### src/hw/rtl/bfei_pkg.sv
// ----------------------------------------------------------------------------
// bfei_pkg
// Shared types, codes and helper functions of the bit field extract/insert
// engine.
// ----------------------------------------------------------------------------
package bfei_pkg;

    localparam int CMD_W    = 2;
    localparam int OFF_W    = 10;
    localparam int LEN_W    = 7;
    localparam int VAL_W    = 64;
    localparam int IDX_W    = 6;
    localparam int BYTE_W   = 8;
    localparam int STAT_W   = 2;
    localparam int FRAME_W  = 7;
    // a field spans at most nine bytes once its start bit is added
    localparam int WIN_BYTES = 9;
    localparam int WIN_W     = WIN_BYTES * BYTE_W;
    localparam int LANE_W    = 4;
    localparam int SHAMT_W   = 7;

    localparam logic [FRAME_W-1:0] FRAME_RESET = 7'd64;

    typedef enum logic [CMD_W-1:0] {
        CMD_LOAD,
        CMD_READ,
        CMD_EXTRACT,
        CMD_INSERT
    } cmd_t;

    localparam logic [STAT_W-1:0] STAT_OK      = 2'd0;
    localparam logic [STAT_W-1:0] STAT_BAD_LEN = 2'd1;
    localparam logic [STAT_W-1:0] STAT_BEYOND  = 2'd2;

    // low len bits set, all ones for 64 and up
    function automatic logic [VAL_W-1:0] len_mask(input logic [LEN_W-1:0] len);
        logic [VAL_W-1:0] m;
        if (len >= 7'd64) begin
            m = '1;
        end else begin
            m = (64'd1 << len) - 64'd1;
        end
        return m;
    endfunction

    // reverse the low ceil(len/8) bytes, upper bytes cleared
    function automatic logic [VAL_W-1:0] byte_rev(input logic [VAL_W-1:0] v,
                                                  input logic [LEN_W-1:0] len);
        logic [LANE_W-1:0] cnt;
        logic [LANE_W-1:0] src;
        logic [VAL_W-1:0]  r;
        cnt = LANE_W'((len + 7'd7) >> 3);
        r   = '0;
        for (int j = 0; j < 8; j++) begin
            if (LANE_W'(j) < cnt) begin
                src = cnt - 4'd1 - LANE_W'(j);
                r[8*j +: 8] = v[8*src[2:0] +: 8];
            end
        end
        return r;
    endfunction

endpackage

### src/hw/rtl/bit_field_extract_insert.sv
// field commands pass over the n bytes that the field spans (n = 1..9) before the result is valid
// byte read passes through S_RBYTE, byte load and rejected commands go straight to S_DONE
// a new item is taken only in S_IDLE, once the frame buffer (one read, one write port) is done
// next item is accepted the cycle after the result is registered, even if it waits
// reset (aresetn, synchronous, active low): sequencer idle, no result, frame_bytes = 64
// buffer contents are not cleared by reset
// ----------------------------------------------------------------------------
// bit_field_extract_insert
// Frame byte buffer with byte load/read and bit field extract/insert of 1 to
// 64 bits at any bit offset, LSB-first or MSB-first, with optional byte swap.
// ----------------------------------------------------------------------------
module bit_field_extract_insert #(
    parameter int BUF_BYTES = 64
) (
    input  logic                             aclk,
    input  logic                             aresetn,
    // configuration write channel (frame_bytes)
    input  logic                             cfg_valid,
    output logic                             cfg_ready,
    input  logic [bfei_pkg::FRAME_W-1:0]     cfg_data,
    // input items
    input  logic                             s_valid,
    output logic                             s_ready,
    input  logic [bfei_pkg::CMD_W-1:0]       s_cmd,
    input  logic [bfei_pkg::OFF_W-1:0]       s_bit_offset,
    input  logic [bfei_pkg::LEN_W-1:0]       s_bit_length,
    input  logic                             s_msb_first,
    input  logic                             s_big_endian,
    input  logic [bfei_pkg::VAL_W-1:0]       s_field_value,
    input  logic [bfei_pkg::IDX_W-1:0]       s_byte_index,
    input  logic [bfei_pkg::BYTE_W-1:0]      s_byte_value,
    // result items
    output logic                             m_valid,
    input  logic                             m_ready,
    output logic [bfei_pkg::VAL_W-1:0]       m_read_value,
    output logic [bfei_pkg::STAT_W-1:0]      m_status
);
    import bfei_pkg::*;

    localparam int AW = $clog2(BUF_BYTES);

    typedef enum logic [2:0] {
        S_IDLE,
        S_RBYTE,
        S_XFORM,
        S_ALIGN,
        S_ACCESS,
        S_DONE
    } state_t;

    // frame buffer, one read and one write port, registered read
    logic [BYTE_W-1:0] mem [BUF_BYTES];
    logic              rd_en;
    logic [AW-1:0]     rd_addr;
    logic [BYTE_W-1:0] rd_data_reg;
    logic              wr_en;
    logic [AW-1:0]     wr_addr;
    logic [BYTE_W-1:0] wr_data;

    // sequencer and datapath registers
    state_t              state_reg;
    logic [FRAME_W-1:0]  frame_bytes_reg;
    logic                is_insert_reg;
    logic                msb_reg;
    logic                swap_reg;
    logic [LEN_W-1:0]    len_reg;
    logic [SHAMT_W-1:0]  lo_reg;       // bit position of the field inside the window
    logic [LANE_W-1:0]   nbytes_reg;
    logic [LANE_W-1:0]   cnt_reg;
    logic [AW-1:0]       addr_reg;
    logic [AW-1:0]       wr_addr_reg;
    logic [WIN_W-1:0]    win_reg;      // gathered bytes, or aligned insert data
    logic [WIN_W-1:0]    wmask_reg;    // bits of the window that the insert owns
    logic [VAL_W-1:0]    val_reg;
    logic [VAL_W-1:0]    res_reg;
    logic [STAT_W-1:0]   stat_reg;
    logic                m_valid_reg;
    logic [VAL_W-1:0]    m_read_value_reg;
    logic [STAT_W-1:0]   m_status_reg;

    // accept-side decode
    logic                accept;
    cmd_t                cmd_in;
    logic                byte_bad;
    logic                len_bad;
    logic                bound_bad;
    logic [FRAME_W-1:0]  eff_bytes;
    logic [OFF_W:0]      end_bit;
    logic [2:0]          sh_in;
    logic [SHAMT_W-1:0]  lo_in;
    logic [LEN_W-1:0]    span_in;

    // shared units
    logic [WIN_W-1:0]    shift_out;
    logic [VAL_W-1:0]    lmask;
    logic [VAL_W-1:0]    xform_out;
    logic [WIN_W-1:0]    field_mask;
    logic [LANE_W-1:0]   lane;
    logic [BYTE_W-1:0]   win_lane;
    logic [BYTE_W-1:0]   mask_lane;

    assign cfg_ready    = 1'b1;
    assign s_ready      = (state_reg == S_IDLE);
    assign accept       = s_valid && s_ready;
    assign m_valid      = m_valid_reg;
    assign m_read_value = m_read_value_reg;
    assign m_status     = m_status_reg;

    always_comb begin
        cmd_in    = cmd_t'(s_cmd);
        byte_bad  = (32'(s_byte_index) >= 32'(BUF_BYTES));
        len_bad   = (s_bit_length == '0) || (s_bit_length > 7'd64);
        // only the smaller of frame_bytes and the buffer size counts
        eff_bytes = (32'(frame_bytes_reg) < 32'(BUF_BYTES)) ? frame_bytes_reg
                                                            : FRAME_W'(BUF_BYTES);
        end_bit   = (OFF_W+1)'(s_bit_offset) + (OFF_W+1)'(s_bit_length);
        bound_bad = (end_bit > (OFF_W+1)'({eff_bytes, 3'b000}));
        sh_in     = s_bit_offset[2:0];
        // msb-first keeps the first byte at the top of the window
        lo_in     = s_msb_first ? SHAMT_W'(8'd72 - 8'(sh_in) - 8'(s_bit_length))
                                : SHAMT_W'(sh_in);
        span_in   = (LEN_W'(sh_in) + s_bit_length + 7'd7) >> 3;
    end

    // one barrel shifter: aligns insert data up, gathered bytes down
    assign shift_out = is_insert_reg ? (WIN_W'(val_reg) << lo_reg) : (win_reg >> lo_reg);

    // one mask/swap unit for both directions
    always_comb begin
        lmask     = len_mask(len_reg);
        xform_out = swap_reg ? (byte_rev(val_reg & lmask, len_reg) & lmask)
                             : (val_reg & lmask);
    end

    always_comb begin
        for (int j = 0; j < WIN_W; j++) begin
            field_mask[j] = (SHAMT_W'(j) >= lo_reg) &&
                            (8'(j) < (8'(lo_reg) + 8'(len_reg)));
        end
    end

    // window lane of the byte that arrives this cycle (byte cnt - 1)
    always_comb begin
        lane      = msb_reg ? (4'd9 - cnt_reg) : (cnt_reg - 4'd1);
        win_lane  = '0;
        mask_lane = '0;
        for (int j = 0; j < WIN_BYTES; j++) begin
            if (lane == LANE_W'(j)) begin
                win_lane  = win_reg[8*j +: 8];
                mask_lane = wmask_reg[8*j +: 8];
            end
        end
    end

    // buffer port steering
    always_comb begin
        rd_en   = 1'b0;
        rd_addr = addr_reg;
        wr_en   = 1'b0;
        wr_addr = wr_addr_reg;
        wr_data = (rd_data_reg & ~mask_lane) | (win_lane & mask_lane);
        unique case (state_reg)
            S_IDLE: begin
                rd_addr = AW'(s_byte_index);
                wr_addr = AW'(s_byte_index);
                wr_data = s_byte_value;
                rd_en   = accept && (cmd_in == CMD_READ) && !byte_bad;
                wr_en   = accept && (cmd_in == CMD_LOAD) && !byte_bad;
            end
            S_ACCESS: begin
                rd_en = (cnt_reg < nbytes_reg);
                wr_en = is_insert_reg && (cnt_reg != '0);
            end
            default: begin
            end
        endcase
    end

    always_ff @(posedge aclk) begin
        if (rd_en) begin
            rd_data_reg <= mem[rd_addr];
        end
        if (wr_en) begin
            mem[wr_addr] <= wr_data;
        end
    end

    // configuration register
    always_ff @(posedge aclk) begin
        if (!aresetn) begin
            frame_bytes_reg <= FRAME_RESET;
        end else if (cfg_valid && cfg_ready) begin
            frame_bytes_reg <= cfg_data;
        end
    end

    // sequencer, datapath and result register
    always_ff @(posedge aclk) begin
        if (!aresetn) begin
            state_reg   <= S_IDLE;
            m_valid_reg <= 1'b0;
        end else begin
            // in S_DONE the result register is handled below
            if (m_valid_reg && m_ready && (state_reg != S_DONE)) begin
                m_valid_reg <= 1'b0;
            end
            unique case (state_reg)
                S_IDLE: begin
                    if (accept) begin
                        is_insert_reg <= (cmd_in == CMD_INSERT);
                        msb_reg       <= s_msb_first;
                        swap_reg      <= (s_bit_length > 7'd8) &&
                                         (s_msb_first ? !s_big_endian : s_big_endian);
                        len_reg       <= s_bit_length;
                        lo_reg        <= lo_in;
                        nbytes_reg    <= LANE_W'(span_in);
                        cnt_reg       <= '0;
                        addr_reg      <= AW'(s_bit_offset >> 3);
                        val_reg       <= s_field_value;
                        res_reg       <= '0;
                        unique case (cmd_in)
                            CMD_LOAD: begin
                                stat_reg  <= byte_bad ? STAT_BEYOND : STAT_OK;
                                state_reg <= S_DONE;
                            end
                            CMD_READ: begin
                                if (byte_bad) begin
                                    stat_reg  <= STAT_BEYOND;
                                    state_reg <= S_DONE;
                                end else begin
                                    stat_reg  <= STAT_OK;
                                    state_reg <= S_RBYTE;
                                end
                            end
                            CMD_EXTRACT, CMD_INSERT: begin
                                // length is checked before bounds
                                priority if (len_bad) begin
                                    stat_reg  <= STAT_BAD_LEN;
                                    state_reg <= S_DONE;
                                end else if (bound_bad) begin
                                    stat_reg  <= STAT_BEYOND;
                                    state_reg <= S_DONE;
                                end else if (cmd_in == CMD_INSERT) begin
                                    stat_reg  <= STAT_OK;
                                    state_reg <= S_XFORM;
                                end else begin
                                    stat_reg  <= STAT_OK;
                                    state_reg <= S_ACCESS;
                                end
                            end
                            default: begin
                                stat_reg  <= STAT_OK;
                                state_reg <= S_DONE;
                            end
                        endcase
                    end
                end
                S_RBYTE: begin
                    res_reg   <= VAL_W'(rd_data_reg);
                    state_reg <= S_DONE;
                end
                S_XFORM: begin
                    // insert: mask and swap the value before it is placed
                    // extract: mask and swap the gathered field into the result
                    if (is_insert_reg) begin
                        val_reg   <= xform_out;
                        state_reg <= S_ALIGN;
                    end else begin
                        res_reg   <= xform_out;
                        state_reg <= S_DONE;
                    end
                end
                S_ALIGN: begin
                    if (is_insert_reg) begin
                        win_reg   <= shift_out;
                        wmask_reg <= field_mask;
                        state_reg <= S_ACCESS;
                    end else begin
                        val_reg   <= shift_out[VAL_W-1:0];
                        state_reg <= S_XFORM;
                    end
                end
                S_ACCESS: begin
                    // read byte cnt, and handle byte cnt - 1 whose data is back
                    cnt_reg     <= cnt_reg + 4'd1;
                    addr_reg    <= addr_reg + AW'(1);
                    wr_addr_reg <= addr_reg;
                    if (!is_insert_reg && (cnt_reg != '0)) begin
                        for (int j = 0; j < WIN_BYTES; j++) begin
                            if (lane == LANE_W'(j)) begin
                                win_reg[8*j +: 8] <= rd_data_reg;
                            end
                        end
                    end
                    if (cnt_reg == nbytes_reg) begin
                        state_reg <= is_insert_reg ? S_DONE : S_ALIGN;
                    end
                end
                S_DONE: begin
                    // wait for the result register to be free
                    if (!m_valid_reg || m_ready) begin
                        m_valid_reg      <= 1'b1;
                        m_read_value_reg <= res_reg;
                        m_status_reg     <= stat_reg;
                        state_reg        <= S_IDLE;
                    end
                end
                default: begin
                    state_reg <= S_IDLE;
                end
            endcase
        end
    end

endmodule
### config.mk
export PLATFORM = sky130hd
export DESIGN_NAME = bit_field_extract_insert
export DESIGN_NICKNAME = d
export VERILOG_FILES = /design/src/hw/rtl/bfei_pkg.sv /design/src/hw/rtl/bit_field_extract_insert.sv
export SDC_FILE = /design/constraint.sdc
export NUM_CORES = 2
export LEC_CHECK = 0
export ABC_AREA = 1
export BUFFER_PORTS_ARGS = -buffer_cell sky130_fd_sc_hd__buf_2
export CAP_MARGIN = 20
export CORE_MARGIN = 2
export CORE_UTILIZATION = 40
export DETAILED_ROUTE_END_ITERATION = 6
export PLACE_DENSITY_LB_ADDON = 0.25
export SYNTH_ARGS = -nofsm -noshare
export SYNTH_HDL_FRONTEND = slang
export SYNTH_SLANG_ARGS = --single-unit
### constraint.sdc
create_clock -name aclk -period 23.5 [get_ports aclk]
set_input_delay 4.7 -clock aclk [delete_from_list [all_inputs] [get_ports aclk]]
set_output_delay 4.7 -clock aclk [all_outputs]
set_load 0.005 [all_outputs]
==> flow_summary_export.csv <==
group,metric,value,unit
run_status,outcome,"complete, no violations",
worst_setup_path,reg2reg_setup_slack,17.94,ns
global_route,grt_pass1_vias,46780,
floorplan,placeableCoreArea,135100,um2
worst_setup_path,worstSetupPathType,"in2reg",
detailed_routing,wirelength,248900,um
worst_setup_path,cp_common_cell,"o21ai_0",
worst_setup_path,cp-end-kind,"register",
synthesis,yosys.area_share.adder,1.309,%
timing,slew_headroom,18.40,%
worst_setup_path,critPathTopFamily,"compound AO/OA/AOI/OAI gates",
worst_setup_path,crit_arrival,8.06,ns
floorplan,fp.dieW,372.4,um
power_and_ir_drop,ir_drop,0.1680,mV
cts,clk_path_buf_depth,3,
placed_design,gp_congestion,1.039,
cts,path_clk_slew,0.06,ns
global_route,grt_pass1_wl,347100,um
global_route,antenna_found_initial,26,
detailed_routing,drc,0,
detailed_routing,wire_per_inst,29.17,um
timing,fin_skew,0.04514,ns
floorplan,die_h,372.4,um
timing,rsz0062_at_grt,"false",
synthesis,synthMuxAreaShare,1.401,%
detailed_routing,vias_per_cell,6.087,
synthesis,synth_area,54290,um2
floorplan,io_pins,180,
worst_setup_path,cp_cell_sequence,"buf_2 -> ha_1 -> inv_1 -> fa_1 -> o21ai_0 -> a21oi_1 -> o21ai_0 -> a21oi_1 -> nor2_1 -> xnor2_1 -> inv_1 -> ha_1 -> nand2_1 -> nor4_1 -> nand4_1 -> nand2_1 -> and2_1 -> nand3_1 -> o21ai_0 -> o21ai_0 -> nor2_1",
cts,cts_resized,0,
synthesis,synth-simple-area-share,25.14,%
timing,max_freq,135.3,MHz
worst_setup_path,crit_path_start_kind,"primary input",
placed_design,io_buffers,178,
cells_and_area,drive_above_1_share,8.307,%
synthesis,yosys_warnings,0,
timing,final.hold.worst_slack,0.4171,ns
timing,tns,0,ns
timing,hold_viol,0,
synthesis,synth-seq-cells,908,
floorplan,die-area,138700,um2
synthesis,syn_inst,6673,
synthesis,avgSynthCellArea,8.135,um2
worst_setup_path,worstPathRequired,24.17,ns
floorplan,start_util,40.17,%
power_and_ir_drop,leakage,24.71,nW
synthesis,syn_nets,6839,
cts,clk_latency,0.75,ns
timing,finalSetupViolCount,0,
placed_design,dp_hpwl,182400,um
synthesis,synthFlopType,"edfxtp_1",
placed_design,place_ws,15.39,ns
cts,cts_buffers,98,
detailed_routing,drtPass1Iterations,7,
synthesis,seq_area_frac_synth,50.02,%
detailed_routing,vias,51940,
global_route,grt.total_usage,35.03,%
worst_setup_path,slowest_stage,"fa_1",
worst_hold_path,min_path_type,"reg2reg",
worst_setup_path,max_stage_delay,0.40,ns
synthesis,synthArstFlopShare,0,%
worst_setup_path,worst-path-buf-inv,3,
timing,worstMarginPinSlew,1.211,ns
timing,post-route-period-util,31.46,%
synthesis,synth-edff-count,897,
cts,clock-sinks,908,
synthesis,yosysUniqueCellTypes,62,
timing,finalMaxSlewViolations,0,
cts,tritoncts,"yes",
detailed_routing,ant_nets,0,
cells_and_area,largest_reg_flops,512,
global_route,grt_max_degree,167,
synthesis,synth_xor_area_share,0.4402,%
synthesis,synth-compound-area-share,15.32,%
cells_and_area,final_net_count,6829,
cts,cts_setup_buffers,0,
power_and_ir_drop,cellPowerDensity,115.8,nW/um2
job,cap_violations,0,
cts,root_buffer,"clkbuf_16",
timing,layout_setup_ws,16.11,ns
cts,htreeDepth,3,
cts,ctsHoldBuffers,0,
detailed_routing,drtIter0Drc,8043,
global_route,grt-ovfl-total,0,
cells_and_area,area_growth,10.71,%
floorplan,num_rows,135,
timing,fin_crit,7.393,ns
worst_setup_path,cp_max_fo,3,
synthesis,synth_top_family_by_area,"simple AND/OR/NAND/NOR gates",
-- final cells by class --
| cell class | instances | area [um2] |
|---|---|---|
| clock inverters | 69 | 729.5 |
| well taps | 1781 | 2228 |
| repair buffers | 286 | 1734 |
| multi-input cells | 4875 | 23820 |
| inverters | 494 | 1867 |
| diodes | 11 | 27.53 |
| clock buffers | 109 | 2536 |
| flip-flops and latches | 908 | 27160 |
| fillers | 13550 | 75030 |
-- per-stage QoR --
step	cells	total power, mW	area (um2)	util, %
6_report	8533	6.957	60100	44.48
4_1_cts	8519	6.878	60030	44.42
5_1_grt	8526	7.247	60080	44.46
3_5_place_dp	8341	5.297	56760	42.01
2_1_floorplan	6673	4.100	54290	-
3_3_place_gp	8341	5.278	56760	42.01
-- where the power goes --
| group | internal, mW | switching (mW) | leakage, nW |
|---|---|---|---|
| clock | 0.894 | 0.699 | 1.59 |
| combinational | 0.699 | 2.32 | 14.8 |
| sequential | 2.22 | 0.127 | 8.29 |
| total | 3.81 | 3.14 | 24.7 |
-- metal layers --
metal  track usage (%)  share of wire (%)  up-vias
met5                 0              0.067        -
met4             15.74                5.1       28
met3             8.008                 11      513
met2             52.08                 43     3178
met1             48.56                 41    25090
li1                  -                  -    23130
-- layout by cell type (no fill, tap or decap), types with 7 or more instances in the layout --
cell type	synthesis	final
o21ai_0	694	693
clkbuf_16	0	100
o21ai_1	23	19
a211oi_1	33	33
clkinv_1	12	25
a21oi_1	190	190
nand3b_1	7	7
nor3_1	27	25
bufinv_16	0	10
o221ai_1	87	87
edfxtp_1	897	897
o211ai_1	122	122
clkinv_2	0	22
o21a_1	13	13
xnor2_1	7	7
nor2_2	11	16
xor2_1	14	13
or2_2	38	38
a221oi_1	27	27
ha_1	52	52
clkinv_4	0	7
clkbuf_1	284	9
nand2_1	1826	1816
nand3_1	547	546
diode_2	0	11
nand4_1	84	84
a22oi_1	69	69
nor4_1	10	8
mux2i_1	76	76
o22ai_1	97	97
dfxtp_1	11	11
inv_1	462	457
a31oi_1	24	24
buf_2	44	178
buf_4	8	105
inv_2	19	24
nand2_2	1	11
nor2_1	742	734
-- cell usage after synthesis (all sizes together) (52+ instances only) --
| cell type | number | area (um2) |
|---|---|---|
| nand4 | 84 | 525.5 |
| ha | 52 | 650.6 |
| nor2 | 757 | 2908 |
| o211ai | 122 | 915.9 |
| inv | 482 | 1812 |
| buf | 112 | 528.0 |
| nand3 | 548 | 2748 |
| edfxtp | 897 | 26940 |
| nand2 | 1828 | 6880 |
| o22ai | 97 | 606.8 |
| o221ai | 87 | 762.0 |
| a22oi | 69 | 518.0 |
| clkbuf | 284 | 1066 |
| o21ai | 717 | 3588 |
| mux2i | 76 | 760.7 |
| a21oi | 191 | 959.7 |
-- worst register-to-register path: cells and delay by family (launching register included) --
kind / cells / cell delay, ns
buf+inv: 4 / 1.88
flops: 1 / 0.38
simple gates: 3 / 0.31
compound gates: 7 / 2.73
-- final timing paths --
check                      to            start  depth (start not counted)
min          m_read_value[17]      res_reg[17]                          0
min reg2reg  m_read_value[17]      res_reg[17]                          0
max              state_reg[1]  s_bit_length[0]                         21
max reg2reg       val_reg[56]        lo_reg[0]                         14
-- cells by family after synthesis --
kind of cell               Yosys count
buffers and inverters              890
adders and majority gates           55
DFF                                908
and+or+nand+nor                   3312
other                                1
muxes                               76
AOI/OAI and AO/OA                 1408
xor gates and xnor gates            23
No activity file was read; power rests on OpenSTA's default activity.
